[config.mk]
export PLATFORM = sky130hd
export DESIGN_NAME = touch_packet_decoder
export DESIGN_NICKNAME = d
export VERILOG_FILES = /design/src/sv/tpd_pkg.sv /design/src/sv/tpd_ctrl.sv /design/src/sv/tpd_dp.sv /design/src/sv/touch_packet_decoder.sv
export VERILOG_INCLUDE_DIRS = /design/src /design/src/sv
export SDC_FILE = /design/constraint.sdc
export NUM_CORES = 1
export LEC_CHECK = 0
export ABC_AREA = 1
export ABC_CLOCK_PERIOD_IN_PS = 3900
export BUFFER_PORTS_ARGS = -buffer_cell sky130_fd_sc_hd__clkbuf_2
export CELL_PAD_IN_SITES_DETAIL_PLACEMENT = 1
export CELL_PAD_IN_SITES_GLOBAL_PLACEMENT = 2
export CORE_MARGIN = 2
export CORE_UTILIZATION = 38
export DETAILED_ROUTE_END_ITERATION = 8
export GPL_ROUTABILITY_DRIVEN = 0
export MAX_ROUTING_LAYER = met4
export PLACE_DENSITY = 0.79
export SLEW_MARGIN = 20
export SYNTH_ARGS = -nofsm -noshare
export SYNTH_HDL_FRONTEND = slang
export SYNTH_HIERARCHICAL = 1
export SYNTH_SLANG_ARGS = --single-unit
[constraint.sdc]
create_clock -name clk -period 3.9 [get_ports clk]
set_clock_uncertainty 0.2 [all_clocks]
set_input_delay 0.39 -clock clk [delete_from_list [all_inputs] [get_ports clk]]
set_output_delay 0.39 -clock clk [all_outputs]
set_load 0.01 [all_outputs]
[src/sv/touch_packet_decoder_macros.svh]
// ----------------------------------------------------------------------------
// touch_packet_decoder_macros
// Assertion macros shared by the touch packet decoder.
// ----------------------------------------------------------------------------
`ifndef TOUCH_PACKET_DECODER_MACROS_SVH
`define TOUCH_PACKET_DECODER_MACROS_SVH

// Check that a condition implies another one in the same cycle.
`define TPD_ASSERT_IMPLY(label, clk, rst_n, ante, cons) \
    label: assert property (@(posedge clk) disable iff (!rst_n) (ante) |-> (cons)) \
        else $error("touch_packet_decoder: same-cycle check failed");

// Check that a condition implies another one in the following cycle.
`define TPD_ASSERT_NEXT(label, clk, rst_n, ante, cons) \
    label: assert property (@(posedge clk) disable iff (!rst_n) (ante) |=> (cons)) \
        else $error("touch_packet_decoder: next-cycle check failed");

`endif

[src/sv/tpd_pkg.sv]
// ----------------------------------------------------------------------------
// tpd_pkg
// Types, constants and codes shared by the touch packet decoder modules.
// ----------------------------------------------------------------------------
package tpd_pkg;

    localparam int MAX_FINGERS = 2;
    localparam int MAX_PAYLOAD = 66;
    localparam int REC_LEN     = 6;
    localparam int REC_STORED  = REC_LEN - 1;

    localparam int FIDX_W   = (MAX_FINGERS > 1) ? $clog2(MAX_FINGERS) : 1;
    localparam int LEN_W    = 7;
    localparam int SLOT_W   = $clog2(REC_LEN);
    localparam int COORD_W  = 12;
    localparam int BYTE_W   = 8;
    localparam int ID_W     = 4;
    localparam int TDATA_W  = 48;

    localparam logic [SLOT_W-1:0] SLOT_LAST = SLOT_W'(REC_LEN - 1);
    localparam logic [FIDX_W-1:0] IDX_LAST  = FIDX_W'(MAX_FINGERS - 1);
    localparam logic [LEN_W-1:0]  LEN_MAX   = LEN_W'(MAX_PAYLOAD);

    // Header and record byte 0 layout
    localparam int ESD_BIT    = 7;
    localparam int ACTION_BIT = 7;

    typedef enum logic [1:0] {
        TYPE_KEY    = 2'd0,
        TYPE_SCREEN = 2'd1,
        TYPE_RSVD2  = 2'd2,
        TYPE_RSVD3  = 2'd3
    } rec_type_t;

    typedef enum logic [1:0] {
        ST_IDLE      = 2'd0,
        ST_RELEASING = 2'd1,
        ST_DOWN      = 2'd2
    } finger_st_t;

    typedef enum logic [1:0] {
        KIND_CONTACT = 2'd0,
        KIND_SYNC    = 2'd1,
        KIND_RESET   = 2'd2
    } kind_t;

    // Controller to datapath
    typedef struct packed {
        logic              accept;
        logic              start_walk;
        logic              load_contact;
        logic              load_sync;
        logic              load_esd;
        logic              retire;
        logic              sync_last;
        logic [FIDX_W-1:0] idx;
    } cmd_t;

    // Datapath to controller
    typedef struct packed {
        logic esd;
        logic ends_packet;
        logic active;
        logic released;
        logic out_free;
    } sts_t;

endpackage

[src/sv/tpd_ctrl.sv]
// ----------------------------------------------------------------------------
// tpd_ctrl
// Controller: input handshake and the end-of-packet report walk.
// ----------------------------------------------------------------------------
module tpd_ctrl
(
    input  logic          clk,
    input  logic          rst_n,
    input  logic          in_valid,
    output logic          in_ready,
    input  tpd_pkg::sts_t sts,
    output tpd_pkg::cmd_t cmd
);
    import tpd_pkg::*;

    typedef enum logic [3:0] {
        S_IDLE = 4'b0001,
        S_ESD  = 4'b0010,
        S_WALK = 4'b0100,
        S_SYNC = 4'b1000
    } state_t;

    state_t            state_reg, state_next;
    logic [FIDX_W-1:0] idx_reg, idx_next;
    logic              pass_reg, pass_next;

    always_ff @(posedge clk or negedge rst_n)
    begin
        if (!rst_n)
        begin
            state_reg <= S_IDLE;
            idx_reg   <= '0;
            pass_reg  <= 1'b0;
        end
        else
        begin
            state_reg <= state_next;
            idx_reg   <= idx_next;
            pass_reg  <= pass_next;
        end
    end

    assign in_ready = (state_reg == S_IDLE);

    always_comb
    begin
        state_next = state_reg;
        idx_next   = idx_reg;
        pass_next  = pass_reg;
        cmd        = '0;
        cmd.idx    = idx_reg;
        case (state_reg)
            S_IDLE:
            begin
                cmd.accept = in_valid;
                if (in_valid)
                begin
                    if (sts.esd)
                    begin
                        state_next = S_ESD;
                    end
                    else if (sts.ends_packet)
                    begin
                        cmd.start_walk = 1'b1;
                        idx_next       = '0;
                        pass_next      = 1'b0;
                        state_next     = S_WALK;
                    end
                end
            end
            S_WALK:
            begin
                // skip idle fingers, wait for the output slot otherwise
                if (!sts.active || sts.out_free)
                begin
                    cmd.load_contact = sts.active;
                    cmd.retire       = sts.active && !pass_reg;
                    if (idx_reg == IDX_LAST)
                    begin
                        state_next = S_SYNC;
                    end
                    else
                    begin
                        idx_next = idx_reg + 1'b1;
                    end
                end
            end
            S_SYNC:
            begin
                if (sts.out_free)
                begin
                    cmd.load_sync = 1'b1;
                    cmd.sync_last = pass_reg || !sts.released;
                    if (!pass_reg && sts.released)
                    begin
                        pass_next  = 1'b1;
                        idx_next   = '0;
                        state_next = S_WALK;
                    end
                    else
                    begin
                        state_next = S_IDLE;
                    end
                end
            end
            S_ESD:
            begin
                if (sts.out_free)
                begin
                    cmd.load_esd = 1'b1;
                    state_next   = S_IDLE;
                end
            end
            default:
            begin
                state_next = S_IDLE;
            end
        endcase
    end

endmodule

[src/sv/tpd_dp.sv]
// ----------------------------------------------------------------------------
// tpd_dp
// Datapath: packet framing, record decode, finger table and output register.
// ----------------------------------------------------------------------------
module tpd_dp
(
    input  logic                              clk,
    input  logic                              rst_n,
    input  logic [tpd_pkg::BYTE_W-1:0]        in_byte,
    input  logic                              in_start,
    input  tpd_pkg::cmd_t                     cmd,
    output tpd_pkg::sts_t                     sts,
    output logic                              out_valid,
    input  logic                              out_ready,
    output logic [tpd_pkg::TDATA_W-1:0]       out_data,
    output logic [1:0]                        out_kind,
    output logic                              out_last
);
    import tpd_pkg::*;

    finger_st_t         status_reg   [MAX_FINGERS];
    logic [COORD_W-1:0] fx_reg       [MAX_FINGERS];
    logic [COORD_W-1:0] fy_reg       [MAX_FINGERS];
    logic [BYTE_W-1:0]  fwidth_reg   [MAX_FINGERS];
    logic [BYTE_W-1:0]  fstrength_reg[MAX_FINGERS];
    logic [BYTE_W-1:0]  rec_reg      [REC_STORED];

    logic [LEN_W-1:0]   len_reg;
    logic [LEN_W-1:0]   pos_reg;
    logic [SLOT_W-1:0]  slot_reg;
    logic               in_pkt_reg;
    logic               released_reg;

    logic               ov_reg;
    kind_t              okind_reg;
    logic               ofinger_reg;
    logic [COORD_W-1:0] ox_reg, oy_reg;
    logic [BYTE_W-1:0]  omajor_reg, owidth_reg;
    logic               olast_reg;

    logic [LEN_W-1:0]   hdr_len;
    logic [LEN_W-1:0]   pos_inc;
    logic               is_esd;
    logic               hdr_ok;
    logic               pay_byte;
    logic               pay_end;
    logic               apply;
    logic [ID_W-1:0]    rec_id;
    logic               rec_used;
    logic               out_free;

    // Header decode with length clamp
    assign hdr_len  = (in_byte[LEN_W-1:0] > LEN_MAX) ? LEN_MAX : in_byte[LEN_W-1:0];
    assign is_esd   = in_start && in_byte[ESD_BIT];
    assign hdr_ok   = in_start && !in_byte[ESD_BIT];
    assign pay_byte = !in_start && in_pkt_reg;
    assign pos_inc  = pos_reg + 1'b1;
    assign pay_end  = pay_byte && (pos_inc >= len_reg);
    assign apply    = cmd.accept && pay_byte && (slot_reg == SLOT_LAST);

    assign rec_id   = rec_reg[0][ID_W-1:0];
    assign rec_used = (rec_reg[0][6:5] == TYPE_SCREEN) && (rec_id != '0)
                      && (rec_id <= ID_W'(MAX_FINGERS));

    assign out_free = !ov_reg || out_ready;

    assign sts.esd         = is_esd;
    assign sts.ends_packet = (hdr_ok && (hdr_len == '0)) || pay_end;
    assign sts.active      = (status_reg[cmd.idx] != ST_IDLE);
    assign sts.released    = released_reg;
    assign sts.out_free    = out_free;

    // Packet framing
    always_ff @(posedge clk or negedge rst_n)
    begin
        if (!rst_n)
        begin
            len_reg    <= '0;
            pos_reg    <= '0;
            slot_reg   <= '0;
            in_pkt_reg <= 1'b0;
        end
        else if (cmd.accept)
        begin
            if (is_esd)
            begin
                in_pkt_reg <= 1'b0;
            end
            else if (hdr_ok)
            begin
                len_reg    <= hdr_len;
                pos_reg    <= '0;
                slot_reg   <= '0;
                in_pkt_reg <= (hdr_len != '0);
            end
            else if (pay_byte)
            begin
                pos_reg    <= pos_inc;
                slot_reg   <= (slot_reg == SLOT_LAST) ? '0 : slot_reg + 1'b1;
                in_pkt_reg <= !pay_end;
            end
        end
    end

    // Record byte buffer
    always_ff @(posedge clk)
    begin
        if (cmd.accept && pay_byte && (slot_reg != SLOT_LAST))
        begin
            rec_reg[slot_reg[SLOT_W-1:0]] <= in_byte;
        end
    end

    // Finger table: record apply on accept, retire during the first pass
    always_ff @(posedge clk or negedge rst_n)
    begin
        if (!rst_n)
        begin
            for (int i = 0; i < MAX_FINGERS; i++)
            begin
                status_reg[i]    <= ST_IDLE;
                fx_reg[i]        <= '0;
                fy_reg[i]        <= '0;
                fwidth_reg[i]    <= '0;
                fstrength_reg[i] <= '0;
            end
            released_reg <= 1'b0;
        end
        else
        begin
            if (cmd.start_walk)
            begin
                released_reg <= 1'b0;
            end
            if (cmd.retire && (status_reg[cmd.idx] == ST_RELEASING))
            begin
                status_reg[cmd.idx] <= ST_IDLE;
                released_reg        <= 1'b1;
            end
            for (int i = 0; i < MAX_FINGERS; i++)
            begin
                if (apply && rec_used && (rec_id == ID_W'(i + 1)))
                begin
                    if (!rec_reg[0][ACTION_BIT])
                    begin
                        status_reg[i]    <= ST_RELEASING;
                        fstrength_reg[i] <= '0;
                        fwidth_reg[i]    <= '0;
                    end
                    else
                    begin
                        fx_reg[i]        <= {rec_reg[1][3:0], rec_reg[2]};
                        fy_reg[i]        <= {rec_reg[1][7:4], rec_reg[3]};
                        fwidth_reg[i]    <= rec_reg[4];
                        fstrength_reg[i] <= in_byte;
                        status_reg[i]    <= ST_DOWN;
                    end
                end
            end
        end
    end

    // Output register
    always_ff @(posedge clk or negedge rst_n)
    begin
        if (!rst_n)
        begin
            ov_reg <= 1'b0;
        end
        else if (cmd.load_contact || cmd.load_sync || cmd.load_esd)
        begin
            ov_reg <= 1'b1;
        end
        else if (out_ready)
        begin
            ov_reg <= 1'b0;
        end
    end

    always_ff @(posedge clk)
    begin
        if (cmd.load_contact)
        begin
            okind_reg   <= KIND_CONTACT;
            ofinger_reg <= cmd.idx[0];
            ox_reg      <= fx_reg[cmd.idx];
            oy_reg      <= fy_reg[cmd.idx];
            omajor_reg  <= fstrength_reg[cmd.idx];
            owidth_reg  <= fwidth_reg[cmd.idx];
            olast_reg   <= 1'b0;
        end
        else if (cmd.load_sync || cmd.load_esd)
        begin
            okind_reg   <= cmd.load_esd ? KIND_RESET : KIND_SYNC;
            ofinger_reg <= 1'b0;
            ox_reg      <= '0;
            oy_reg      <= '0;
            omajor_reg  <= '0;
            owidth_reg  <= '0;
            olast_reg   <= cmd.load_esd || cmd.sync_last;
        end
    end

    assign out_valid = ov_reg;
    assign out_kind  = okind_reg;
    assign out_last  = olast_reg;
    assign out_data  = {7'b0, owidth_reg, omajor_reg, oy_reg, ox_reg, ofinger_reg};

endmodule

[src/sv/touch_packet_decoder.sv]
// ----------------------------------------------------------------------------
// touch_packet_decoder
// Byte-serial decoder for touch controller event packets.
// ----------------------------------------------------------------------------
// Usage:
//   Input stream: one packet byte per item on s_tdata, s_tuser high on the
//   header byte. A header with bit 7 set raises one reset request item.
//   Otherwise the payload (length clamped to 66) is split into 6-byte
//   records that update a two-entry finger table.
//   Output stream: after the last payload byte the block sends one contact
//   item per active finger, then a sync; if a finger was released, a second
//   walk follows with the fingers still down and another sync. m_tlast
//   marks the final item caused by one input byte.
// Flow control:
//   A payload byte that does not close the packet is taken while the
//   sequencer stays idle. A byte that closes it holds the input through
//   the report walk (one step per finger slot in the report sequencer,
//   one for the sync) and through the second walk if one follows; a reset
//   request holds it until its item is loaded. Results are registered:
//   the output register drives the output stream directly.
// Reset clears the finger table, framing state and output valid.
// A stalled m_tready holds the walk; the input stays open while the last
//   result of a byte waits in the output register.
// ----------------------------------------------------------------------------
`include "touch_packet_decoder_macros.svh"

module touch_packet_decoder
(
    input  logic                                clk,
    input  logic                                rst_n,
    input  logic                                s_tvalid,
    output logic                                s_tready,
    input  logic [7:0]                          s_tdata,  // [7:0] packet_byte
    input  logic                                s_tuser,  // [0] packet_start
    output logic                                m_tvalid,
    input  logic                                m_tready,
    // [0] finger, [12:1] pos_x, [24:13] pos_y, [32:25] touch_major,
    // [40:33] contact_width, [47:41] zero
    output logic [tpd_pkg::TDATA_W-1:0]         m_tdata,
    output logic [1:0]                          m_tuser,  // [1:0] kind
    output logic                                m_tlast
);
    import tpd_pkg::*;

    cmd_t cmd;
    sts_t sts;

    // Sequencer: handshake and report walk
    tpd_ctrl u_ctrl
    (
        .clk      (clk),
        .rst_n    (rst_n),
        .in_valid (s_tvalid),
        .in_ready (s_tready),
        .sts      (sts),
        .cmd      (cmd)
    );

    // Framing, finger table and output register
    tpd_dp u_dp
    (
        .clk       (clk),
        .rst_n     (rst_n),
        .in_byte   (s_tdata),
        .in_start  (s_tuser),
        .cmd       (cmd),
        .sts       (sts),
        .out_valid (m_tvalid),
        .out_ready (m_tready),
        .out_data  (m_tdata),
        .out_kind  (m_tuser),
        .out_last  (m_tlast)
    );

    // A reset request is always the only item of its byte
    `TPD_ASSERT_IMPLY(a_esd_last, clk, rst_n, m_tvalid && (m_tuser == KIND_RESET), m_tlast)
    // A contact report is never the closing item of a walk
    `TPD_ASSERT_IMPLY(a_contact_not_last, clk, rst_n, m_tvalid && (m_tuser == KIND_CONTACT), !m_tlast)
    // Sync and reset items carry an all-zero payload
    `TPD_ASSERT_IMPLY(a_sync_zero, clk, rst_n, m_tvalid && (m_tuser != KIND_CONTACT), m_tdata == '0)
    // A closing byte stops the input until its walk is done
    `TPD_ASSERT_NEXT(a_walk_blocks, clk, rst_n, cmd.start_walk, !s_tready)

endmodule
==> flow_summary.json, run 1 <==
{
  "grt_overflow": 0,
  "busiest_layer": "met2",
  "tightestPinTransition_ps": 852,
  "port_buffers": 58,
  "r2r_setup_slack_ps": 1050,
  "drv_cap": 0,
  "grtUsageTotal_pct": 18.5,
  "cts_tree": "yes",
  "crit_slowest_cell": "dfstp_2",
  "crit_fanout": 27,
  "async_reset_ff_share_pct": 57.0,
  "vias_per_cell": 4.86,
  "drt_iter0_markers": 260,
  "grt_antenna_before_repair": 0,
  "ys_seq_area_share_pct": 62.8,
  "use_met3_pct": 2.91,
  "hold_depth": 4,
  "initial_utilization_pct": 38.4,
  "reg2reg_to": "u_dp/fx_reg[7]",
  "areaGrowthSynthToFinish_pct": 13.3,
  "cts-root-buf": "clkbuf_16",
  "max_stage_delay_ps": 540,
  "max-clock-path-buffers": 2,
  "post-route-min-period_ps": 2850,
  "layout_setup_ws_ps": 1050,
  "syn_area_per_cell_um2": 9.86,
  "finalHoldViolCount": 0,
  "clkSinkCount": 193,
  "firstDrtPassIters": 4,
  "grt_use_met1_pct": 23.7,
  "path_cells": "inv_1, nor2_2, nand2_2, nor2_2, nand2_4, nor2_2, inv_2, nor2_8, nand3_4, nand2_1, nand2_1",
  "cpMostUsedCell": "nor2_2",
  "arrival_ps": 2960,
  "grt_pass1_vias": 6187,
  "final_util_pct": 43.5,
  "hpwl_um": 12200,
  "synth_edf_count": 80,
  "numCtsBuffers": 17,
  "cts.htree.levels": 4,
  "netlist_instances": 842,
  "grtUsageMet2_pct": 30.5,
  "layout_commonest_cell": "nand2_1",
  "worst_hold_slack_ps": 92.4,
  "syn_area_um2": 8300,
  "antenna_cells": 0,
  "hold_path_startpoint": "m_tready",
  "largest_reg_flops": 39,
  "tns_ps": 0,
  "clk_latency_ps": 430,
  "vias": 5746,
  "io_pins": 66,
  "holdPathEnd": "u_dp/out_valid",
  "die_w_um": 152,
  "synth-main-ff-cell": "dfrtp_1",
  "rows": 54,
  "endpoint_kind": "register",
  "drive_gt1_share_pct": 16.7,
  "die_area_um2": 23000,
  "power_density_nw_per_um2": 563,
  "worstPathRequired_ps": 4020,
  "clk_pin_slew_ps": 70,
  "die_y_um": 152,
  "ys_types": 37,
  "dp_slack_ps": 1060,
  "wire_per_inst_um": 16.4,
  "drt-total-wl_um": 19400,
  "start_kind": "register",
  "rr_worst_depth": 11,
  "power.leakage_nw": 4.49,
  "finalMaxSlewViolations": 0,
  "nets": 911,
  "outcome": "finished, final reports clean",
  "r2r-start": "u_ctrl/state_reg[0]",
  "vdd_drop_max_mv": 0.288,
  "worstSetupPathType": "register to register",
  "ys_seq_elements": 193,
  "grt_pass1_wl_um": 32900,
  "synth_warnings": 6,
  "grt_max_degree": 57,
  "rsz0062_at_grt": "false",
  "coreArea_um2": 21600,
  "drc": 0,
  "postRouteAntennaNets": 0,
  "max_slew_margin_pct": 43.0,
  "fmaxAchievable_mhz": 351,
  "hold_path_class": "primary input to register",
  "most-common-layout-cells": "nand2_1 (188), dfrtp_1 (109), nor2_1 (108)",
  "finalSetupViolCount": 0,
  "period_share_pct": 73.0
}
## per-layer routing
| metal | wire [um] | vias up |
|---|---|---|
| li1 | - | 2834 |
| met1 | 9120 | 2822 |
| met2 | 9420 | 68 |
| met3 | 550 | 22 |
| met4 | 282 | 0 |
| met5 | 0 | - |
## per-stage QoR
stage	cells	instance area [um2]	total power [W]
finish	1183	9410	0.00530
detailed placement	1150	8810	0.00362
global route	1183	9410	0.00565
CTS	1183	9410	0.00539
global placement	1150	8800	0.00359
floorplan	848	8320	0.00326
## what timing repair did
action                                 4_1_cts  5_1_grt
resized for setup                            0        0
endpoints found under the hold margin       53        0
buffers inserted                             0        0
hold buffers                                 1        0
## cell usage after synthesis, types with 9 or more instances
library cell | number | area [um2]
nand2_1 | 188 | 706
edfxtp_1 | 80 | 2400
nor2_1 | 108 | 405
nand4_1 | 29 | 181
o21ai_2 | 17 | 149
dfrtp_1 | 109 | 2730
inv_1 | 75 | 282
buf_4 | 15 | 113
nor2_2 | 10 | 62.6
nand3_1 | 27 | 135
o21ai_0 | 92 | 460
clkbuf_1 | 27 | 101
inv_2 | 9 | 33.8
## cell type report
cell class	instances	area [um2]
multi-input combinational	522	2520
inverter	84	315
clock inverter	15	166
fill	2470	12200
clock buffer	17	425
sequential	193	5220
timing repair buffer	72	413
tap	280	350
## critical path: cells and delay by family (launching register included)
family,cells,cell delay [ps]
buffers and inverters,2,160
DFF,1,540
and+or+nand+nor,9,1820
## logic make-up (layout without fill, tap and decap cells)
kind of cell / after synthesis / in the layout / share of synthesized area, %
AND/OR/NAND/NOR: 378 / 378 / 19.6
flip-flops: 193 / 193 / 62.8
buffers and inverters: 133 / 188 / 7.17
AO/OA/AOI/OAI: 122 / 122 / 8.38
adder cells (fa/ha/maj): 8 / 8 / 1.21
XOR/XNOR: 6 / 6 / 0.633
other: 1 / 7 / 0.0452
multiplexers: 1 / 1 / 0.121
## power breakdown
group	internal [W]	switching, W	leakage, nW
Clock	0.000912	0.000841	0.280
Combinational	0.000349	0.000722	1.96
Sequential	0.00236	0.000119	2.26
Total	0.00362	0.00168	4.49
## worst max-delay path by stage
stage,startpoint,end,slack [ps]
after floorplan,u_ctrl/idx_reg,u_dp/ofinger_reg,870
after global placement,u_ctrl/state_reg[0],u_dp/rec_reg[2][0],940
after detailed placement,u_dp/pos_reg[0],u_ctrl/state_reg[3],1060
after CTS,u_ctrl/state_reg[0],u_dp/fx_reg[7],1030
after global routing,u_dp/pos_reg[0],u_ctrl/state_reg[1],720
final,u_ctrl/state_reg[0],u_dp/fx_reg[7],1050
Power figures use the tool's default switching activity.
==> inputs of run 2 (changes only) <==
Settings changed: ABC_CLOCK_PERIOD_IN_PS 3900 to 2300, CORE_UTILIZATION 38 to 35, PLACE_DENSITY 0.79 to 0.77.
Clock period 3.9 ns to 2.3 ns, I/O delays scaled along.
==> run 2 against run 1 <==
Compared with the run above: the flow now finishes with violations (setup timing); die area increased by 8.3%; sequential share of layout area fell by 3.6 points; critical path depth grew 8; clock power grew 67%; setup slack got worse by 1400 ps; clock-buffer cell count unchanged; sequential cell count unchanged; total power is 77% higher; register-to-register slack got worse by 1400 ps; sequential power grew 69%; cell count is 7.7% higher.
==> flow_summary.json, run 2 (same netlist as run 1, synthesis figures left out) <==
{
  "outcome": "finished, violations left",
  "violations": "setup timing",
  "max-clock-path-buffers": 2,
  "cts-root-buf": "clkbuf_16",
  "fmaxAchievable_mhz": 381,
  "clkSinkCount": 193,
  "path_delay_family": "simple AND/OR/NAND/NOR gates",
  "clk_latency_ps": 430,
  "nets": 963,
  "drt_iter0_markers": 289,
  "layout_setup_ws_ps": -328,
  "port_buffers": 58,
  "finalSetupViolCount": 8,
  "rr_worst_depth": 19,
  "coreArea_um2": 23400,
  "finalHoldViolCount": 0,
  "max_stage_delay_ps": 360,
  "drt-total-wl_um": 20400,
  "tightestPinTransition_ps": 606,
  "hpwl_um": 13400,
  "period_share_pct": 114,
  "layout_commonest_cell": "nand2_1",
  "place_inst": 1230,
  "rows": 56,
  "vdd_drop_max_mv": 0.489,
  "grt_pass1_wl_um": 33200,
  "finalMaxSlewViolations": 0,
  "clk_pin_slew_ps": 70,
  "maxUsedRoutingLayer": "met4",
  "path_cells": "ha_2, nand3_2, nor2_2, nand2_2, xor2_2, ha_1, nand2_1, nor2_1, nand2_1, nand3_2, nand2_2, nand2_4, nand2_2, nand3_2, nand2_1, nor2_2, nand2_1, nand2_1, nand2_1",
  "wl_met1_um": 9410,
  "wl_met2_um": 10200,
  "crit_fanout": 3,
  "cpMostUsedCell": "nand2_1",
  "drive_gt1_share_pct": 23.6,
  "endpoint_kind": "register",
  "start_kind": "register",
  "reg2reg_to": "u_ctrl/idx_reg",
  "initial_utilization_pct": 35.5,
  "cp_num_buf_inv": 0,
  "holdPathEnd": "u_dp/rec_reg[4][5]",
  "stdcell_count": 1274,
  "io_pins": 66,
  "cts.htree.levels": 4,
  "grt_overflow": 0,
  "arrival_ps": 2760,
  "most-common-layout-cells": "nand2_1 (184), dfrtp_1 (109), nor2_1 (104)",
  "postRouteAntennaNets": 0,
  "hold_path_startpoint": "s_tdata[5]",
  "r2r_setup_slack_ps": -330,
  "drv_cap": 0,
  "rsz0062_at_grt": "true",
  "hold_depth": 2,
  "cts_tree": "yes",
  "antenna_cells": 0,
  "numCtsBuffers": 17,
  "p_total_w": 0.00937,
  "crit_slowest_cell": "dfrtp_1",
  "grt_max_degree": 45,
  "grt_pass1_vias": 6333,
  "power_density_nw_per_um2": 932,
  "worstPathRequired_ps": 2430,
  "max_slew_margin_pct": 59.6,
  "grt_antenna_before_repair": 0,
  "firstDrtPassIters": 4,
  "areaGrowthSynthToFinish_pct": 21.1,
  "wl_met3_um": 521,
  "post-route-min-period_ps": 2630,
  "power.leakage_nw": 4.78,
  "wire_per_inst_um": 16.0,
  "vias": 6034,
  "die_y_um": 158,
  "grtUsageTotal_pct": 17.9,
  "largest_reg_flops": 39,
  "drc": 0,
  "hold_path_class": "primary input to register",
  "die_w_um": 158,
  "die_area_um2": 25000,
  "vias_per_cell": 4.74,
  "r2r-start": "u_dp/pos_reg[0]",
  "worstSetupPathType": "register to register"
}
-- run 2: where the power goes --
part / total (W) / switching [W] / internal (W)
logic: 0.00226 / 0.00140 / 0.000857
clock network: 0.00292 / 0.00139 / 0.00153
registers: 0.00419 / 0.000192 / 0.00400
total: 0.00937 / 0.00298 / 0.00639
-- run 2: per-stage QoR --
| stage | cell area [um2] | hold slack [ps] | setup slack, ps | util [%] | TNS [ps] |
|---|---|---|---|---|---|
| 5_1_grt | 10100 | 15.1 | -532 | 43.0 | -3680 |
| 3_5_place_dp | 9280 | 81.7 | -367 | 39.6 | -1990 |
| 3_3_place_gp | 9280 | 79.6 | -291 | 39.6 | -1450 |
| 4_1_cts | 9930 | 0.0356 | -293 | 42.4 | -1680 |
| 2_1_floorplan | 8380 | -266 | -169 | - | -7600 |
| 6_report | 10100 | 7.33 | -328 | 43.0 | -2090 |
-- run 2: worst reg2reg max path, stage by stage, from the launching register on --
cell	delay [ps]
dfrtp_1	360
ha_2	200
nand3_2	100
nor2_2	150
nand2_2	70
xor2_2	150
ha_1	320
nand2_1	80
nor2_1	100
nand2_1	70
nand3_2	80
nand2_2	70
nand2_4	80
nand2_2	60
nand3_2	60
nand2_1	60
nor2_2	140
nand2_1	70
nand2_1	60
nand2_1	50
-- run 2: worst max-delay path by stage --
stage	from	end	slack [ps]	cells after the start
2_1_floorplan	u_ctrl/idx_reg	u_dp/ofinger_reg	-170	10
3_3_place_gp	u_dp/pos_reg[1]	u_ctrl/idx_reg	-290	19
3_5_place_dp	u_dp/pos_reg[1]	u_ctrl/idx_reg	-370	19
4_1_cts	u_dp/pos_reg[0]	u_ctrl/idx_reg	-290	19
5_1_grt	u_dp/pos_reg[1]	u_ctrl/idx_reg	-530	19
6_report	u_dp/pos_reg[0]	u_ctrl/idx_reg	-330	19
-- run 2: repair_timing --
action	in CTS	in global routing
setup endpoints to repair	7	80
pin swaps	7	15
gates resized for setup	7	16
endpoints found under the hold margin	40	0
hold buffers	4	0
setup buffers	2	6
-- run 2: final cells by class --
type	count	area (um2)
fillers	2690	13300
flip-flops and latches	193	5220
multi-input cells	522	2650
repair buffers	124	893
clock buffers	17	425
well taps	319	399
inverters	84	319
clock inverters	15	150
-- run 2: per-layer routing --
layer	vias to the layer above	GRT usage, %
met5	-	-
met4	0	5.53
met3	18	3.01
met2	76	30.2
met1	3001	22.2
li1	2939	-
==> inputs of run 3 (changes only) <==
Settings changed: SETUP_SLACK_MARGIN from default to 0.3.
==> run 3 against run 2 <==
Compared with the run above: the flow still finishes with violations (setup timing); via count rose by 6.7%; fmax increased by 1.4%; core utilization increased by 6.9 points; wire length rose by 24%; combinational power grew 18%; clock power is 11% higher; non-clock buffer count grew 33; register-to-register slack better by 40 ps; final area up 16%.
==> flow_summary.json, run 3 (same netlist as run 1, synthesis figures left out) <==
{
  "fmaxAchievable_mhz": 386,
  "grt_pass1_vias": 6878,
  "multi_input_area_um2": 3360,
  "arrival_ps": 2720,
  "hpwl_um": 13000,
  "worstPathRequired_ps": 2430,
  "post-route-min-period_ps": 2590,
  "finalHoldViolCount": 0,
  "grt_overflow": 0,
  "numCtsBuffers": 17,
  "nets": 996,
  "grt_pass1_wl_um": 37600,
  "wire_per_inst_um": 19.4,
  "hold_depth": 2,
  "max_stage_delay_ps": 420,
  "drt-total-wl_um": 25400,
  "cts-root-buf": "clkbuf_16",
  "power_density_nw_per_um2": 866,
  "violations": "setup timing",
  "path_cells": "ha_4, nand3_4, nor2_4, nand2_2, xor2_2, ha_4, nand2_1, nand2_1, a21oi_2, nand3_2, nand2_2, nand2_4, nor2_2, nand3_1, nand3_1, nor2_2, nand2_1, nand2_1",
  "place_inst": 1223,
  "grt_antenna_before_repair": 0,
  "grt_max_degree": 43,
  "max_slew_margin_pct": 55.0,
  "cts_tree": "yes",
  "port_buffers": 58,
  "antenna_cells": 0,
  "grtUsageTotal_pct": 20.7,
  "start_kind": "register",
  "power.leakage_nw": 5.30,
  "stdcell_count": 1307,
  "drt_iter0_markers": 339,
  "vdd_drop_max_mv": 0.480,
  "vias_per_cell": 4.93,
  "most-common-layout-cells": "dfrtp_1 (109), nor2_1 (97), nand2_1 (90)",
  "finalSetupViolCount": 8,
  "cts.htree.levels": 4,
  "vias": 6439,
  "finalMaxSlewViolations": 0,
  "postRouteAntennaNets": 0,
  "largest_reg_flops": 39,
  "io_pins": 66,
  "firstDrtPassIters": 4,
  "final_util_pct": 49.9,
  "reg2reg_to": "u_ctrl/state_reg[1]",
  "rr_worst_depth": 18,
  "hold_path_startpoint": "s_tdata[4]",
  "clkSinkCount": 193,
  "clk_latency_ps": 440,
  "rows": 56,
  "die_area_um2": 25000,
  "rsz0062_at_grt": "true",
  "initial_utilization_pct": 35.5,
  "die_w_um": 158,
  "layout_setup_ws_ps": -292,
  "worstSetupPathType": "register to register",
  "drc": 0,
  "dp_slack_ps": -349,
  "period_share_pct": 113,
  "ff_latch_area_um2": 5220,
  "cpMostUsedCell": "nand2_1",
  "clk_pin_slew_ps": 80,
  "endpoint_kind": "register",
  "layout_commonest_cell": "dfrtp_1",
  "areaGrowthSynthToFinish_pct": 40.5,
  "drv_cap": 0,
  "max-clock-path-buffers": 2,
  "tightestPinTransition_ps": 675,
  "coreArea_um2": 23400,
  "drive_gt1_share_pct": 38.8,
  "fillers": 2526,
  "hold_path_class": "primary input to register",
  "die_y_um": 158,
  "r2r_setup_slack_ps": -290,
  "r2r-start": "u_dp/pos_reg[1]",
  "crit_slowest_cell": "dfrtp_1",
  "crit_fanout": 3,
  "holdPathEnd": "u_dp/rec_reg[2][4]",
  "tns_ps": -1520,
  "outcome": "finished, violations left"
}
## run 3: cell count changes in the layout (fill, tap and decap cells not counted), moves of 7 or more
cell and delta:
nand2_1 -94, nand2_4 +49, nand2_2 +44, o21ai_0 -36, o21ai_2 +18, o21ai_1 +15
buf_6 +14, buf_4 -13, buf_12 +11, buf_16 +11, nor2_4 +8, nor2_1 -7
## run 3: worst max-delay path by stage
| stage | start | to | cells past startpoint |
|---|---|---|---|
| CTS | u_dp/pos_reg[0] | u_ctrl/state_reg[1] | 18 |
| global placement | u_dp/pos_reg[1] | u_ctrl/idx_reg | 19 |
| detailed placement | u_dp/pos_reg[1] | u_ctrl/state_reg[1] | 18 |
| finish | u_dp/pos_reg[1] | u_ctrl/state_reg[1] | 18 |
| global route | u_dp/pos_reg[1] | u_ctrl/idx_reg | 20 |
| floorplan | u_ctrl/idx_reg | u_dp/ofinger_reg | 10 |
## run 3: area by class of cell
class | instances | share of cell area [%]
clock buffer | 17 | 3.65
clock inverter | 15 | 1.91
inverter | 84 | 2.91
multi-input combinational | 522 | 28.8
sequential | 193 | 44.7
tap | 319 | 3.42
timing repair buffer | 157 | 14.6
## run 3: where the power goes
part	internal [W]	switching (W)	leakage, nW
Combinational	0.00107	0.00159	2.74
Clock	0.00178	0.00147	0.309
Sequential	0.00400	0.000196	2.26
## run 3: routing by layer
layer	GRT usage, %	share of wire [%]
met5	-	0
met4	5.58	1.4
met3	3.18	3.4
met2	35.7	53
met1	25.3	42
## run 3: metrics by stage
step	hold slack [ps]	total power [W]	area (um2)
2_1_floorplan	-266	0.00563	8480
3_3_place_gp	93.0	0.00638	9380
3_5_place_dp	96.4	0.00643	9380
4_1_cts	15.1	0.00987	11100
5_1_grt	20.0	0.0106	11700
6_report	26.0	0.0101	11700
## run 3: worst max-delay path, delay by kind of cell (launching register included)
| family | cells | cell delay (ps) |
|---|---|---|
| DFF | 1 | 420 |
| xor gates and xnor gates | 1 | 240 |
| and+or+nand+nor | 14 | 1080 |
| adders and majority gates | 2 | 430 |
| AOI/OAI and AO/OA | 1 | 120 |
## run 3: timing repair
| item | in CTS | in global routing |
|---|---|---|
| cloned | 12 | 5 |
| endpoints found under the setup margin | 177 | 198 |
| resized for setup | 168 | 102 |
| hold endpoints to repair | 48 | 0 |
| pin swaps | 35 | 26 |
| setup buffers | 23 | 7 |
| hold buffers | 5 | 0 |
